===== src/beq_pkg.sv =====
package beq_pkg;

    localparam int TIME_W    = 32;
    localparam int CNT_W     = 16;
    localparam int CFG_IDX_W = 3;
    localparam int CFG_DAT_W = 32;

    localparam logic [CNT_W-1:0] CNT_MAX = {CNT_W{1'b1}};

    typedef enum logic [CFG_IDX_W-1:0] {
        REG_ENABLE        = 3'd0,
        REG_INVERT        = 3'd1,
        REG_NOISE_GATE    = 3'd2,
        REG_DEBOUNCE      = 3'd3,
        REG_LONGPRESS     = 3'd4,
        REG_REPEAT_WINDOW = 3'd5
    } t_cfg_idx;

    typedef struct packed {
        logic              enable;
        logic              invert_polarity;
        logic [TIME_W-1:0] noise_gate_ms;
        logic [TIME_W-1:0] debounce_ms;
        logic [TIME_W-1:0] longpress_ms;
        logic [TIME_W-1:0] repeat_window_ms;
    } t_cfg;

    typedef struct packed {
        logic [TIME_W-1:0] gate_start;
        logic [TIME_W-1:0] last_change_time;
        logic              down_level;
        logic [CNT_W-1:0]  hold_count;
        logic [TIME_W-1:0] hold_mark_time;
        logic [CNT_W-1:0]  repeat_tally;
    } t_state;

    typedef struct packed {
        logic              is_down;
        logic              down_changed;
        logic [TIME_W-1:0] change_period_ms;
        logic [CNT_W-1:0]  repeat_count;
        logic [CNT_W-1:0]  longpress_count;
    } t_result;

endpackage


===== src/beq_cfg.sv =====
module beq_cfg
    import beq_pkg::*;
(
    input  logic                 i_clk,
    input  logic                 i_rst_n,
    input  logic                 i_cfg_valid,
    output logic                 o_cfg_ready,
    input  logic [CFG_IDX_W-1:0] i_cfg_index,
    input  logic [CFG_DAT_W-1:0] i_cfg_data,
    output t_cfg                 o_cfg
);

    t_cfg r_cfg;
    t_cfg n_cfg;

    assign o_cfg_ready = 1'b1;
    assign o_cfg       = r_cfg;

    always_comb begin
        n_cfg = r_cfg;
        if (i_cfg_valid) begin
            unique case (t_cfg_idx'(i_cfg_index))
                REG_ENABLE:        n_cfg.enable           = i_cfg_data[0];
                REG_INVERT:        n_cfg.invert_polarity  = i_cfg_data[0];
                REG_NOISE_GATE:    n_cfg.noise_gate_ms    = i_cfg_data[TIME_W-1:0];
                REG_DEBOUNCE:      n_cfg.debounce_ms      = i_cfg_data[TIME_W-1:0];
                REG_LONGPRESS:     n_cfg.longpress_ms     = i_cfg_data[TIME_W-1:0];
                REG_REPEAT_WINDOW: n_cfg.repeat_window_ms = i_cfg_data[TIME_W-1:0];
                default:           n_cfg = r_cfg;
            endcase
        end
    end

    always_ff @(posedge i_clk) begin
        if (!i_rst_n) begin
            r_cfg <= '0;
        end else begin
            r_cfg <= n_cfg;
        end
    end

endmodule


===== src/beq_eval.sv =====
module beq_eval
    import beq_pkg::*;
(
    input  t_cfg              i_cfg,
    input  t_state            i_state,
    input  logic [TIME_W-1:0] i_now,
    input  logic              i_raw,
    output t_state            o_state,
    output logic              o_emit,
    output t_result           o_result
);

    logic              down;
    logic              go;
    logic              changed;
    logic              lp_changed;
    logic [TIME_W-1:0] since;
    logic [TIME_W-1:0] gate_age;
    logic [TIME_W-1:0] hold_age;

    assign down     = i_cfg.invert_polarity ? i_raw : ~i_raw;
    assign gate_age = i_now - i_state.gate_start;
    assign since    = i_now - i_state.last_change_time;
    assign hold_age = i_now - i_state.hold_mark_time;
    assign changed  = (down != i_state.down_level);

    always_comb begin
        o_state    = i_state;
        go         = i_cfg.enable;
        lp_changed = 1'b0;

        // noise gate
        if (go && (i_cfg.noise_gate_ms != '0)) begin
            if ((i_state.gate_start == '0) && down) begin
                o_state.gate_start = i_now;
                go = 1'b0;
            end else if ((gate_age < i_cfg.noise_gate_ms) && down) begin
                go = 1'b0;
            end else if ((i_state.gate_start != '0) && !down) begin
                o_state.gate_start = '0;
                go = 1'b0;
            end else begin
                o_state.gate_start = '0;
            end
        end

        if (go && (since < i_cfg.debounce_ms)) begin
            go = 1'b0;
        end

        if (go) begin
            if (!down || changed) begin
                o_state.hold_count     = '0;
                o_state.hold_mark_time = i_now;
            end else if (hold_age > i_cfg.longpress_ms) begin
                if (i_state.hold_count != CNT_MAX) begin
                    o_state.hold_count = i_state.hold_count + 1'b1;
                    lp_changed = 1'b1;
                end
                o_state.hold_mark_time = i_now;
            end

            if (changed) begin
                o_state.last_change_time = i_now;
                o_state.down_level       = down;
                if (down && (i_state.last_change_time != '0)) begin
                    if (since < i_cfg.repeat_window_ms) begin
                        o_state.repeat_tally = (i_state.repeat_tally == CNT_MAX) ?
                            CNT_MAX : i_state.repeat_tally + 1'b1;
                    end else begin
                        o_state.repeat_tally = '0;
                    end
                end
            end
        end
    end

    assign o_emit                   = go && (changed || lp_changed);
    assign o_result.is_down         = o_state.down_level;
    assign o_result.down_changed    = changed;
    assign o_result.change_period_ms = since;
    assign o_result.repeat_count    = o_state.repeat_tally;
    assign o_result.longpress_count = o_state.hold_count;

endmodule


===== src/button_event_qualifier_top.sv =====
// channel | direction | handshake              | payload
// in      | sink      | i_in_valid / o_in_stall | i_now_ms, i_raw_level
// out     | source    | o_out_valid / i_out_stall | o_is_down .. o_longpress_count
// cfg     | sink      | i_cfg_valid / o_cfg_ready | i_cfg_index, i_cfg_data
//
// One beat per cycle sustained while the result side does not stall. An input
// beat waits in the input register; a qualifying one loads the result register.
// Reset (synchronous, active low) clears config, state and both valid flags.
// A stalled result register holds the input register, which then stalls in.
module button_event_qualifier_top
    import beq_pkg::*;
(
    input  logic                 i_clk,
    input  logic                 i_rst_n,
    input  logic                 i_in_valid,
    output logic                 o_in_stall,
    input  logic [TIME_W-1:0]    i_now_ms,
    input  logic                 i_raw_level,
    output logic                 o_out_valid,
    input  logic                 i_out_stall,
    output logic                 o_is_down,
    output logic                 o_down_changed,
    output logic [TIME_W-1:0]    o_change_period_ms,
    output logic [CNT_W-1:0]     o_repeat_count,
    output logic [CNT_W-1:0]     o_longpress_count,
    input  logic                 i_cfg_valid,
    output logic                 o_cfg_ready,
    input  logic [CFG_IDX_W-1:0] i_cfg_index,
    input  logic [CFG_DAT_W-1:0] i_cfg_data
);

    t_cfg              cfg;
    t_state            r_state;
    t_state            n_state;
    t_result           eval_result;
    t_result           r_result;
    logic              eval_emit;
    logic              r_in_valid;
    logic [TIME_W-1:0] r_now;
    logic              r_raw;
    logic              r_out_valid;
    logic              advance;
    logic              in_accept;

    beq_cfg u_cfg (
        .i_clk       (i_clk),
        .i_rst_n     (i_rst_n),
        .i_cfg_valid (i_cfg_valid),
        .o_cfg_ready (o_cfg_ready),
        .i_cfg_index (i_cfg_index),
        .i_cfg_data  (i_cfg_data),
        .o_cfg       (cfg)
    );

    beq_eval u_eval (
        .i_cfg    (cfg),
        .i_state  (r_state),
        .i_now    (r_now),
        .i_raw    (r_raw),
        .o_state  (n_state),
        .o_emit   (eval_emit),
        .o_result (eval_result)
    );

    assign advance    = r_in_valid && (!r_out_valid || !i_out_stall);
    assign o_in_stall = r_in_valid && !advance;
    assign in_accept  = i_in_valid && !o_in_stall;

    always_ff @(posedge i_clk) begin
        if (!i_rst_n) begin
            r_in_valid  <= 1'b0;
            r_out_valid <= 1'b0;
            r_state     <= '0;
        end else begin
            if (in_accept) begin
                r_in_valid <= 1'b1;
            end else if (advance) begin
                r_in_valid <= 1'b0;
            end

            if (advance) begin
                r_state <= n_state;
            end

            if (advance && eval_emit) begin
                r_out_valid <= 1'b1;
            end else if (!i_out_stall) begin
                r_out_valid <= 1'b0;
            end
        end
    end

    always_ff @(posedge i_clk) begin
        if (in_accept) begin
            r_now <= i_now_ms;
            r_raw <= i_raw_level;
        end
        if (advance && eval_emit) begin
            r_result <= eval_result;
        end
    end

    assign o_out_valid        = r_out_valid;
    assign o_is_down          = r_result.is_down;
    assign o_down_changed     = r_result.down_changed;
    assign o_change_period_ms = r_result.change_period_ms;
    assign o_repeat_count     = r_result.repeat_count;
    assign o_longpress_count  = r_result.longpress_count;

endmodule


===== config.mk =====
export PLATFORM = sky130hd
export DESIGN_NAME = button_event_qualifier_top
export DESIGN_NICKNAME = d
export VERILOG_FILES = /design/src/beq_pkg.sv /design/src/beq_cfg.sv /design/src/beq_eval.sv /design/src/button_event_qualifier_top.sv
export SDC_FILE = /design/constraint.sdc
export NUM_CORES = 1
export LEC_CHECK = 0
export ABC_AREA = 0
export BUFFER_PORTS_ARGS = -buffer_cell sky130_fd_sc_hd__buf_2
export CORE_ASPECT_RATIO = 0.8
export CORE_MARGIN = 2
export CORE_UTILIZATION = 48
export DETAILED_ROUTE_END_ITERATION = 8
export PLACE_DENSITY = 0.65
export SLEW_MARGIN = 25
export SYNTH_ARGS = -nofsm -noshare
export SYNTH_HDL_FRONTEND = slang
export SYNTH_HIERARCHICAL = 1
export SYNTH_SLANG_ARGS = --single-unit

===== constraint.sdc =====
create_clock -name i_clk -period 9.8 [get_ports i_clk]
set_input_delay 1.96 -clock i_clk [delete_from_list [all_inputs] [get_ports i_clk]]
set_output_delay 1.96 -clock i_clk [all_outputs]
set_load 0.05 [all_outputs]

==> impl_metrics.ini <==
[run_status]
status = complete, no violations

[worst_setup_path]
cp-start-kind = flop
r2r_slack_ps = 1770
slowest_delay_ps = 820
cp_slowest_cell = a2111oi_0
endpoint = o_change_period_ms[1]$_DFFE_PP_
crit_fanout = 44
path_cells = ha_1, inv_1, fa_1, a211oi_1, o21a_1, o31ai_1, a2111oi_0, o31ai_1, a21oi_1, o21bai_1, a21oi_1, xnor2_1, ha_1, nand4_1, and4bb_2, o211ai_1, a21oi_1, o31ai_1, or2_0, nor2_1, nand2_1, a21oi_4, buf_4
crit_path_end_kind = flop
r2r_cells = 23
crit_arrival_ps = 8210
r2r_start = r_state[97]$_SDFFE_PN0P_
r2r-end = o_change_period_ms[1]$_DFFE_PP_
critPathKind = reg2reg
required_ps = 9980
crit_path_start = r_state[97]$_SDFFE_PN0P_

[routing]
vias = 18860
drt_iter0_drc = 1302
routed_via_density = 5.597
routed_wl_mm = 62.14
dr.pass1.iters = 5
ant_nets = 0
drc = 0
avgRoutedWirePerCell_um = 18.45

[finish]
multi_input_area_um2 = 13520
nFillCells = 4476
final_cells = 3369
diodes = 0
drive_above_1_share_pct = 10.00
nets = 3008
area_delta_synth_final_pct = 8.671
regArea_um2 = 8198

[clocking]
cts_tree = done
insertion_delay_ps = 560
cts.sinks = 360
h-tree-depth = 2
path_clk_slew_ps = 60
root_buffer = clkbuf_16
cts_buffers = 40
cts_buffer_depth = 3
post_cts_buffers = 0
post_cts_resized = 0
hold_buffers = 0

[synth]
post-synth-top-count-cell = nand2_1
ys_warn_count = 6
synth-seq-cells = 360
synth_flop_cell = dfxtp_1
synth_area_per_cell_um2 = 8.882
syn-cell-area_um2 = 23590
ys_types = 85
ys_seq_area_share_pct = 34.75
syn-num-nets = 2953
synth_common_cells = nand2_1, dfxtp_1, mux2i_1
synth_top_cell_by_area = dfxtp_1
synthTopCellsByArea = dfxtp_1, edfxtp_1, ha_1, mux2i_1, nand2_1
synth-edff-count = 99
synthDominantCellAreaShare_pct = 22.15
async_reset_ff_share_pct = 0
synthCells = 2656

[floorplan]
core-area_um2 = 48470
die_y_um = 202.3
initial_core_util_pct = 48.68
io_pins = 142
die_w_um = 251.9
rows = 72
die_area_um2 = 50950

[hold_path]
hp-class = reg2reg

[placed_design]
dp_hpwl_mm = 45.87
gp_congestion = 0.9228
port_buffers = 140
dp_slack_ps = 2148
dp.cells = 3295

[sta]
finalCritPeriodShare_pct = 81.96
fin_skew_ps = 18.38
layout_min_cycle_time_ps = 8032
drv_slew = 0
setup_viol = 0
max_freq_ghz = 0.1245
finalHoldViolCount = 0
slew_headroom_pct = 29.28
setup-tns-final_ps = 0
tightest_slew_ps = 1061
timing.final.ws_setup_ps = 1768
rsz0062_at_grt = false

[grt]
met1_usage_pct = 32.95
first_global_vias = 18060
antenna_found_initial = 0
grt_max_degree = 251
use_met2_pct = 39.71
grt_pass1_wl_mm = 97.67
overflow = 0
gr-usage-all-layers_pct = 24.04
top_usage_layer = met2
met3_usage_pct = 2.988

[power_and_ir_drop]
p_per_area_nw_per_um2 = 142.5
leakagePower_nw = 10.18
vdd_drop_max_mv = 0.1297

[run]
maxCapViolCount = 0
metrics by stage:
step | util (%) | hold slack, ps | instance area, um^2 | power [W]
finish | 52.90 | 456.8 | 25640 | 0.003654
global route | 52.90 | 473.4 | 25640 | 0.003809
CTS | 52.72 | 460.9 | 25550 | 0.003683
detailed placement | 50.06 | 451.8 | 24260 | 0.002163
global placement | 50.05 | 444.9 | 24260 | 0.002145
floorplan | - | 433.5 | 23590 | 0.002009
worst min-delay path by stage:
stage / start / end / cells past startpoint
final: u_cfg/o_cfg[80]$_SDFFE_PN0P_ / u_cfg/o_cfg[80]$_SDFFE_PN0P_ / 2
after floorplan: r_state[12]$_SDFFE_PN0P_ / r_state[12]$_SDFFE_PN0P_ / 2
after detailed placement: u_cfg/o_cfg[21]$_SDFFE_PN0P_ / u_cfg/o_cfg[21]$_SDFFE_PN0P_ / 2
after CTS: u_cfg/o_cfg[5]$_SDFFE_PN0P_ / u_cfg/o_cfg[5]$_SDFFE_PN0P_ / 2
after global routing: u_cfg/o_cfg[80]$_SDFFE_PN0P_ / u_cfg/o_cfg[80]$_SDFFE_PN0P_ / 2
after global placement: u_cfg/o_cfg[64]$_SDFFE_PN0P_ / u_cfg/o_cfg[64]$_SDFFE_PN0P_ / 2
placed cells by master, fill, tap and decap left out, types with 28 or more instances in the layout:
master     instances
nand2_1          530
xor2_1            29
clkbuf_16         42
ha_1             221
a21o_1            54
buf_2            139
nand3_1           32
nand4_1           30
dfxtp_1          261
edfxtp_1          99
a21oi_1          118
xnor2_1           55
nor4_1            28
nor2_1            74
mux2_2            34
o21ai_0           92
a22o_1            34
mux2i_1          261
inv_1            248
sequential cells by signal, summed over array words and instances, names as in the netlist:
signal,count
u_cfg/o_cfg,130
r_state,129
o_change_period_ms,32
r_now,32
o_longpress_count,16
o_repeat_count,16
o_down_changed,1
o_is_down,1
o_out_valid,1
r_in_valid,1
r_raw,1
logic make-up (layout without fill, tap and decap cells):
kind of cell             count (synthesis)  after routing  synth area share, %
other                                    1              1              0.01590
flip-flops                             360            360                34.75
multiplexers                           295            295                12.70
AO/OA/AOI/OAI                          486            486                13.88
adder cells (fa/ha/maj)                224            224                11.98
buffers and inverters                  390            474                8.141
XOR/XNOR                                84             84                3.119
AND/OR/NAND/NOR                        816            816                15.42
power by group:
| part | switching, W | internal [W] | leakage (nW) |
|---|---|---|---|
| clock | 0.000620 | 0.000891 | 0.628 |
| sequential | 0.0000289 | 0.00155 | 3.09 |
| combinational | 0.000338 | 0.000226 | 6.46 |
worst max-delay path, delay by kind of cell (launching register included):
kind | cells | cell delay, ps
compound gates | 12 | 3770
xor+xnor | 1 | 90
fa+ha+maj | 3 | 980
buf+inv | 2 | 680
flops | 1 | 520
simple gates | 5 | 1490
layer usage:
metal	vias up	wire [um]
met2	418	28720
met3	92	2733
met5	-	0
met4	0	1489
li1	9369	-
met1	8977	29200
layout make-up:
class / count / share of cell area, %
multi-input combinational: 1906 / 52.75
clock inverter: 11 / 0.5515
clock buffer: 60 / 4.480
tap: 629 / 3.070
timing repair buffer: 155 / 3.543
inverter: 248 / 3.631
sequential: 360 / 31.98
No activity file was read; power rests on OpenSTA's default activity.
